==> src/hdl/imh_pkg.sv <==
`default_nettype none
package imh_pkg;

  localparam int CAPACITY_DEF    = 256;
  localparam int HANDLE_BITS_DEF = 16;

  localparam int KIND_W   = 1;
  localparam int SLOT_W   = 9;
  localparam int KEY_W    = 64;
  localparam int HANDLE_W = 16;
  localparam int POS_W    = 8;
  localparam int STATUS_W = 2;
  localparam int COUNT_W  = 9;

  localparam logic [KIND_W-1:0] KIND_UPSERT = 1'b0;
  localparam logic [KIND_W-1:0] KIND_ERASE  = 1'b1;

  localparam logic [STATUS_W-1:0] ST_OK       = 2'd0;
  localparam logic [STATUS_W-1:0] ST_FULL     = 2'd1;
  localparam logic [STATUS_W-1:0] ST_BAD_SLOT = 2'd2;

  typedef enum logic [2:0] {
    S_IDLE,
    S_RD_LAST,
    S_LOAD_LAST,
    S_UP_RD,
    S_UP_CMP,
    S_DN_RD,
    S_DN_CMP,
    S_FINAL
  } state_t;

  typedef enum logic [1:0] {POS_HOLD, POS_SLOT, POS_COUNT, POS_PARENT} pos_sel_t;
  typedef enum logic [1:0] {RD_NONE, RD_LAST, RD_PARENT, RD_CHILDREN} rd_sel_t;
  typedef enum logic [1:0] {WR_NONE, WR_PARENT, WR_BEST, WR_CUR} wr_sel_t;
  typedef enum logic [2:0] {EM_NONE, EM_MOVE, EM_FINAL, EM_FULL, EM_BAD} emit_t;

  typedef struct packed {
    logic     latch;
    logic     load_last;
    logic     cnt_inc;
    logic     cnt_dec;
    logic     pos_best;
    pos_sel_t pos_sel;
    rd_sel_t  rd_sel;
    wr_sel_t  wr_sel;
    emit_t    emit;
  } cmd_t;

  typedef struct packed {
    logic kind;
    logic slot_lt_count;
    logic count_full;
    logic slot_is_last;
    logic pos_zero;
    logic parent_gt;
    logic child_wins;
  } stat_t;

endpackage
`default_nettype wire

==> src/hdl/imh_ctrl.sv <==
`default_nettype none
module imh_ctrl
  import imh_pkg::*;
(
  input  wire logic  clk,
  input  wire logic  rst_n,
  input  wire logic  start,
  input  wire stat_t stat,
  output logic       busy,
  output cmd_t       cmd
);

  state_t state_r, state_nxt;
  logic   up_r, up_nxt;

  always_ff @(posedge clk) begin
    if (!rst_n) begin
      state_r <= S_IDLE;
      up_r    <= 1'b0;
    end else begin
      state_r <= state_nxt;
      up_r    <= up_nxt;
    end
  end

  assign busy = (state_r != S_IDLE);

  always_comb begin
    state_nxt = state_r;
    up_nxt    = up_r;
    cmd       = '0;
    unique case (state_r)
      S_IDLE: begin
        if (start) begin
          cmd.latch = 1'b1;
          up_nxt    = 1'b0;
          if (stat.kind == KIND_UPSERT) begin
            if (stat.slot_lt_count) begin
              cmd.pos_sel = POS_SLOT;
              state_nxt   = S_UP_RD;
            end else if (stat.count_full) begin
              cmd.emit = EM_FULL;
            end else begin
              cmd.pos_sel = POS_COUNT;
              cmd.cnt_inc = 1'b1;
              state_nxt   = S_UP_RD;
            end
          end else begin
            if (!stat.slot_lt_count) begin
              cmd.emit = EM_BAD;
            end else begin
              cmd.cnt_dec = 1'b1;
              if (!stat.slot_is_last) begin
                cmd.pos_sel = POS_SLOT;
                state_nxt   = S_RD_LAST;
              end
            end
          end
        end
      end
      S_RD_LAST: begin
        cmd.rd_sel = RD_LAST;
        state_nxt  = S_LOAD_LAST;
      end
      S_LOAD_LAST: begin
        cmd.load_last = 1'b1;
        state_nxt     = S_UP_RD;
      end
      S_UP_RD: begin
        if (stat.pos_zero) begin
          state_nxt = up_r ? S_FINAL : S_DN_RD;
        end else begin
          cmd.rd_sel = RD_PARENT;
          state_nxt  = S_UP_CMP;
        end
      end
      S_UP_CMP: begin
        if (stat.parent_gt) begin
          cmd.wr_sel  = WR_PARENT;
          cmd.emit    = EM_MOVE;
          cmd.pos_sel = POS_PARENT;
          up_nxt      = 1'b1;
          state_nxt   = S_UP_RD;
        end else begin
          state_nxt = up_r ? S_FINAL : S_DN_RD;
        end
      end
      S_DN_RD: begin
        cmd.rd_sel = RD_CHILDREN;
        state_nxt  = S_DN_CMP;
      end
      S_DN_CMP: begin
        if (stat.child_wins) begin
          cmd.wr_sel   = WR_BEST;
          cmd.emit     = EM_MOVE;
          cmd.pos_best = 1'b1;
          state_nxt    = S_DN_RD;
        end else begin
          state_nxt = S_FINAL;
        end
      end
      S_FINAL: begin
        cmd.wr_sel = WR_CUR;
        cmd.emit   = EM_FINAL;
        state_nxt  = S_IDLE;
      end
      default: state_nxt = S_IDLE;
    endcase
  end

endmodule
`default_nettype wire

==> config.mk <==
export PLATFORM = sky130hd
export DESIGN_NAME = imh_ctrl
export DESIGN_NICKNAME = d
export VERILOG_FILES = /design/src/hdl/imh_pkg.sv /design/src/hdl/imh_ctrl.sv
export SDC_FILE = /design/constraint.sdc
export NUM_CORES = 1
export LEC_CHECK = 0
export ABC_AREA = 1
export BUFFER_PORTS_ARGS = -buffer_cell sky130_fd_sc_hd__buf_2
export CORE_MARGIN = 2
export CORE_UTILIZATION = 30
export CTS_CLUSTER_SIZE = 16
export DETAILED_ROUTE_END_ITERATION = 6
export PLACE_DENSITY_LB_ADDON = 0.12
export SLEW_MARGIN = 20
export SYNTH_ARGS = -nofsm -noshare
export SYNTH_HDL_FRONTEND = slang
export SYNTH_SLANG_ARGS = --single-unit
==> constraint.sdc <==
create_clock -name clk -period 3.25 [get_ports clk]
set_clock_uncertainty 0.15 [all_clocks]
set_input_delay 0 -clock clk [delete_from_list [all_inputs] [get_ports clk]]
set_output_delay 0 -clock clk [all_outputs]
set_load 0.05 [all_outputs]
==> Yosys cells after proc, flatten, opt, wreduce, memory -nomap -nowiden <==
Index checks and enable logic that the tools add are counted.
{ "classes": {"mux": 45, "eq_ne": 12, "reduce_logical": 5} }
{ "ops": {"columns": ["operator", "count"], "rows": [
  ["two-way mux 3 bit", 10],
  ["two-way mux 2 bit", 13],
  ["case mux 3 bit (8 select lines)", 1],
  ["two-way mux 1 bit", 14],
  ["== test 3 bit (second input constant)", 4],
  ["case mux 2 bit (3 select lines)", 2],
  ["case mux 3 bit (4 select lines)", 1],
  ["inequality test 3 bit (second input constant)", 3],
  ["== test 3 x 2 -> 1 bit (second input constant)", 2],
  ["two-way mux 5 bit", 1],
  ["two-way mux 4 bit", 1],
  ["inequality test 2 bit (second input constant)", 2],
  ["case mux 2 bit (2 select lines)", 1],
  ["AND reduction 4 bit", 1],
  ["== test 3 x 1 -> 1 bit (second input constant)", 1],
  ["zero test 3 bit", 1],
  ["AND reduction 3 bit", 1],
  ["nonzero test 3 bit", 1],
  ["case mux 1 bit (2 select lines)", 1],
  ["nonzero test 2 bit", 1]
]} }
{ "word_totals": {"input_bits": 10, "output_inout_bits": 15, "register_bits": 4} }

==> Longest topological paths before layout <==
Gate-level depths: netlist of the first run.
{ "depth": {"word_depth": 5, "depth_mapped": 7, "depth_no_buf": 6} }

==> Worst setup path before layout of the first run <==
Ideal clock, no wire load.
{ "synth_timing": {"path_kind": "register to output", "startpoint": "register state_r[0]", "endpoint": "output cmd[2] (netlist bit)", "t_required_ps": 3100, "slack_ps": 937, "stages_incl_launch_ff": 5, "arrival_ps": 2163, "path_cell_list": "dfxtp_1 buf_6 nor2_8 nand2_8 nor4_1"} }
{ "synth_rtl": {"columns": ["item", "line_no", "rtl"], "rows": [
  ["start: declaration", "imh_ctrl.sv:13", "state_t state_r, state_nxt;"],
  ["start signal: assignment", "imh_ctrl.sv:21", "state_r <= state_nxt;"],
  ["end: declaration", "imh_ctrl.sv:10", "output cmd_t cmd"]
]} }

==> Worst setup path in the final report of the first run <==
{ "layout_timing": {"startpoint": "register state_r[0]", "endpoint": "register up_r"} }
{ "layout_between": {"elab_chain_cells": 3} }
{ "layout_rtl": {"columns": ["item", "line_no", "rtl"], "rows": [
  ["== test 3 bit or zero test 3 bit (tied branches)", "imh_ctrl.sv:32", "unique case (state_r)"],
  ["inequality test 2 bit (no source line) or nonzero test 2 bit (tied branches)", null, null],
  ["AND reduction 3 bit (no source line)", null, null],
  ["end signal: assignment", "imh_ctrl.sv:22", "up_r <= up_nxt;"],
  ["end: declaration", "imh_ctrl.sv:14", "logic up_r, up_nxt;"]
]} }
Several ways; a longest one is shown, not always the timed one.
A chain may end at the register's enable or synchronous reset.

==> impl_metrics.yaml, run 1 <==
placed_design:
  gp_congestion: 0.716
  dp_hpwl_um: 855
  port_buffers: 24
  place_ws_ns: 1.86
  dp.cells: 106
power_and_ir_drop:
  p_sw_mw: 0.170
  internal_power_mw: 0.149
  p_seq_frac: 0.235
  ir_drop_uv: 259
  leakage_nw: 0.367
  power_frac_clock: 0.186
  power-per-cell-area_mw_per_mm2: 512
  swShare: 0.532
  combPwrFrac: 0.579
global_route:
  antenna_found_initial: 0
  grt_pass1_vias: 447
  grt_overflow: 0
  grt_util_all_layers: 0.128
  grt_max_degree: 11
  grt_pass1_wl_mm: 1.79
floorplanning:
  die_w_um: 42.6
  dieHeight_um: 42.6
  rows: 13
  die-area_sq_mm: 0.00182
  ios: 25
  start_util: 0.332
  core_sq_mm: 0.00135
clocking:
  cts_num_sinks: 4
  cts_setup_buffers: 0
  clock_path_buffers: 2
  numCtsBuffers: 3
  cts_resized: 0
  clockRootBuffer: "clkbuf_4"
  htreeDepth: 1
  clk_latency_ns: 0.23
  cts_hold_buffers: 4
  clkSlewWorstSetupHoldPaths_ns: 0.04
  cts_tree: "yes"
sta:
  finalHoldViolations: 0
  fin_ws_ns: 1.44
  fin_crit_ns: 1.81
  post-route-period-util: 0.558
  rsz0062_at_grt: "no"
  max_freq_ghz: 0.551
  slew_viol_final: 0
  slew_headroom: 0.698
  setup_tns_ns: 0
  tightest_slew_ns: 0.452
  setup_viol: 0
route:
  drt-total-wl_mm: 1.07
  drc_errors: 0
  via_per_inst: 4.49
  ant_nets: 0
  routedWlPerCell_um: 9.45
  vias: 507
  initialDrtViolationCount: 3
  firstDrtPassIters: 3
setup_path:
  reg2regPathDepth: 7
  arrival_ns: 1.83
  worst-path-max-fanout: 10
  critPathLaunchType: "register"
  crit_type: "reg2reg"
  rrSetupSlack_ns: 1.44
  crit_path_end_kind: "register"
  r2r_start: "state_r[0]"
  reg2reg_to: "up_r"
  critical_path_required_ns: 3.27
worst_hold_path:
  worstHoldPathType: "in2reg"
  hold_path_startpoint: "stat[1]"
  holdPathEnd: "state_r[1]"
  whs_path_depth: 5
yosys:
  syn_inst: 70
  ys_ff_latch: 4
  syn_area_sq_um: 448
  synth_nets: 80
  synth.distinct_cells: 20
  ys_warn_count: 0
  synth.avg_cell_area_sq_um: 6.40
  yosysSeqAreaShare: 0.179
outcome:
  outcome: "finished clean"
cells_and_area:
  final_nets: 110
  final_cells: 113
  fillers: 150
  area_growth_pct: 39.1
  layout-drive-gt1-share: 0.418
  num_antenna_cells: 0
run:
  drv_cap: 0
==> synthesized netlist by cell type (all sizes together) <==
cell	n	share of area
buf	3	0.059
dfxtp	4	0.18
nor3	3	0.045
nand2	19	0.21
a21oi	4	0.045
nor2	12	0.18
o21ai	4	0.053
nor4	1	0.014
nand3	9	0.12
inv	11	0.098
==> layer usage <==
layer,vias to the layer above,GRT usage,share of wire
met1,212,0.144,0.46
met2,14,0.227,0.50
met3,0,0.0259,0.037
met4,0,0.0563,0
met5,-,0,0
li1,281,-,-
==> final cells by class <==
| type | instances | area, sq um | share of cell area |
|---|---|---|---|
| Multi-Input combinational cell | 52 | 298 | 0.478 |
| Sequential cell | 4 | 80.1 | 0.129 |
| Tap cell | 15 | 18.8 | 0.0301 |
| Timing Repair Buffer | 28 | 160 | 0.257 |
| Clock buffer | 3 | 22.5 | 0.0361 |
| Inverter | 11 | 43.8 | 0.0703 |
==> worst max path at each step <==
stage	startpoint	endpoint	cells after the start
detailed placement	state_r[1]	cmd[3]	5
global placement	state_r[1]	cmd[3]	5
CTS	state_r[0]	up_r	7
global route	state_r[0]	up_r	7
floorplan	state_r[0]	cmd[2]	4
finish	state_r[0]	up_r	7
==> cells in the final DEF, fill, tap and decap left out, types with 3 or more instances in the layout <==
cell / netlist / routed
a21oi_1: 4 / 4
inv_1: 7 / 7
buf_2: 0 / 24
inv_2: 3 / 3
clkbuf_4: 0 / 3
dfxtp_1: 4 / 4
dlygate4sd3_1: 0 / 4
nor2_1: 9 / 9
o21ai_0: 3 / 3
nand3_1: 7 / 7
nand2_1: 16 / 16
==> cell families (layout without fill, tap and decap cells) <==
| logic type | Yosys count | in the layout | synth area share |
|---|---|---|---|
| and+or+nand+nor | 44 | 44 | 0.567 |
| buffers and inverters | 14 | 42 | 0.156 |
| AOI/OAI and AO/OA | 8 | 8 | 0.0978 |
| DFF | 4 | 4 | 0.179 |
==> state kept, by name, indices dropped and copies added (netlist names) <==
register  flops
up_r          1
state_r       3
==> power groups by stage <==
| stage | clock [mW] | sequential, mW | combinational, mW |
|---|---|---|---|
| 2_1_floorplan | 0 | 0.0577 | 0.175 |
| 3_3_place_gp | 0 | 0.0755 | 0.184 |
| 3_5_place_dp | 0 | 0.0760 | 0.183 |
| 4_1_cts | 0.0627 | 0.0752 | 0.187 |
| 5_1_grt | 0.0667 | 0.0767 | 0.197 |
| 6_report | 0.0592 | 0.0751 | 0.185 |
==> critical path, stage by stage (launching register included) <==
cell and delay, ns:
dfxtp_1 0.59, nor2_8 0.10, nand2_8 0.10, inv_2 0.06
nand2_2 0.06, nand2_1 0.05, a21oi_1 0.10, dlygate4sd3_1 0.55
==> metrics by stage <==
step	instance area, sq um	power [mW]	util	hold slack [ns]
detailed placement	561	0.259	0.415	0.124
finish	623	0.319	0.462	0.00434
global placement	561	0.260	0.415	0.126
CTS	623	0.325	0.462	0.000112
floorplan	448	0.233	-	-0.0116
global route	623	0.340	0.462	0.0341
No activity file was read; power rests on OpenSTA's default activity.
==> inputs of run 2 (changes only) <==
Clock period 3.25 ns to 1.69 ns, I/O delays scaled along.
==> run 2 against run 1 <==
- sequential power up 94%
- first-iteration DRC count up 100%
- sequential share of layout area about the same
- total power up 98%
- die area unchanged
- clock power up 100%
- sequential cell count unchanged
==> impl_metrics.yaml, run 2 (synthesized netlist as in run 1, its figures left out) <==
outcome:
  outcome: "finished clean"
sta:
  setup_viol: 0
  fin_crit_ns: 1.56
  slew_viol_final: 0
  max_freq_ghz: 0.640
  slew_headroom: 0.779
  post-route-period-util: 0.924
  finalHoldViolations: 0
  rsz0062_at_grt: "no"
  tightest_slew_ns: 0.331
cells_and_area:
  largest_reg_flops: 3
  final_nets: 110
  area_growth_pct: 43.0
  regArea_sq_um: 82.6
  final_cell_mix: "buf_2, nand2_1, nor2_1"
  multi_input_area_sq_um: 310
  layout-drive-gt1-share: 0.469
  top_regs: "state_r x3, up_r x1"
  final_cells: 113
  mostFrequentLayoutCell: "buf_2"
  fillers: 158
  num_antenna_cells: 0
  fin_util: 0.475
  regMostFlops: "state_r"
global_route:
  grt_pass1_wl_mm: 1.88
  grt_max_degree: 11
  grt_pass1_vias: 477
  grt_overflow: 0
  grt_util_all_layers: 0.137
  antenna_found_initial: 0
clocking:
  clock_path_buffers: 2
  clockRootBuffer: "clkbuf_4"
  numCtsBuffers: 3
  htreeDepth: 1
  cts_tree: "yes"
  cts_num_sinks: 4
  cts_setup_buffers: 0
  clkSlewWorstSetupHoldPaths_ns: 0.04
  clk_latency_ns: 0.24
floorplanning:
  core_sq_mm: 0.00135
  rows: 13
  ios: 25
  dieHeight_um: 42.6
  die_w_um: 42.6
  die-area_sq_mm: 0.00182
  start_util: 0.332
setup_path:
  worst-path-max-fanout: 8
  critical_path_required_ns: 1.54
  arrival_ns: 1.41
  crit_path_end_kind: "output port"
  rrSetupSlack_ns: 0.49
  r2r_start: "state_r[2]"
  crit_type: "reg2out"
  crit_start: "state_r[2]"
  critPathLaunchType: "register"
placed_design:
  dp_hpwl_um: 900
  dp.cells: 106
  gp_congestion: 0.732
  port_buffers: 24
route:
  initialDrtViolationCount: 6
  routedWlPerCell_um: 10.1
  via_per_inst: 4.69
  firstDrtPassIters: 4
  drc_errors: 0
  ant_nets: 0
  vias: 530
  drt-total-wl_mm: 1.14
power_and_ir_drop:
  leakage_nw: 0.367
  ir_drop_uv: 380
  power-per-cell-area_mw_per_mm2: 984
worst_hold_path:
  worstHoldPathType: "in2reg"
  hold_path_startpoint: "stat[2]"
run:
  drv_cap: 0
## run 2: layout make-up
class	instances	area share
multi-input cells	52	0.484
repair buffers	28	0.254
flip-flops and latches	4	0.129
inverters	11	0.0684
clock buffers	3	0.0352
well taps	15	0.0293
## run 2: worst max-delay path: stages, from the launching register on
cell and delay (ns):
dfxtp_1 0.51, nand2_1 0.12, inv_1 0.09, nand3_1 0.11
nand3_1 0.10, buf_2 0.26
## run 2: repair_timing
action                                  CTS  global route
hold buffers                              4             0
resized for setup                         0             3
endpoints found under the hold margin     4             0
endpoints found under the setup margin    0             8
## run 2: where the power goes
part	leakage, nW	internal, mW	switching, mW
logic	0.320	0.104	0.259
clock network	0.0138	0.0796	0.0410
registers	0.0334	0.109	0.0376
## run 2: per-layer routing
metal,share of wire,GRT usage,vias up
met4,0,0.0188,0
met5,0,0,-
li1,-,-,280
met3,0.072,0.0647,0
met1,0.39,0.154,228
met2,0.54,0.239,22
## run 2: final timing paths
path                                   end  cells past startpoint
worst max-delay path                cmd[0]                      5
worst min-delay path            state_r[0]                      5
worst max register to register        up_r                      6
worst min register to register        up_r                      2
## run 2: per-stage QoR
| stage | hold slack (ns) | worst slack [ns] | total power [mW] | instance area [sq um] | setup TNS, ns |
|---|---|---|---|---|---|
| after floorplan | -0.0434 | -0.0286 | 0.452 | 460 | -0.0459 |
| after global placement | 0.119 | 0.271 | 0.505 | 573 | 0 |
| after detailed placement | 0.117 | 0.273 | 0.505 | 573 | 0 |
| after CTS | 0.0168 | 0.0125 | 0.638 | 636 | 0 |
| after global routing | 0.0318 | 0.0502 | 0.679 | 641 | 0 |
| final | 0.00726 | 0.128 | 0.630 | 641 | 0 |
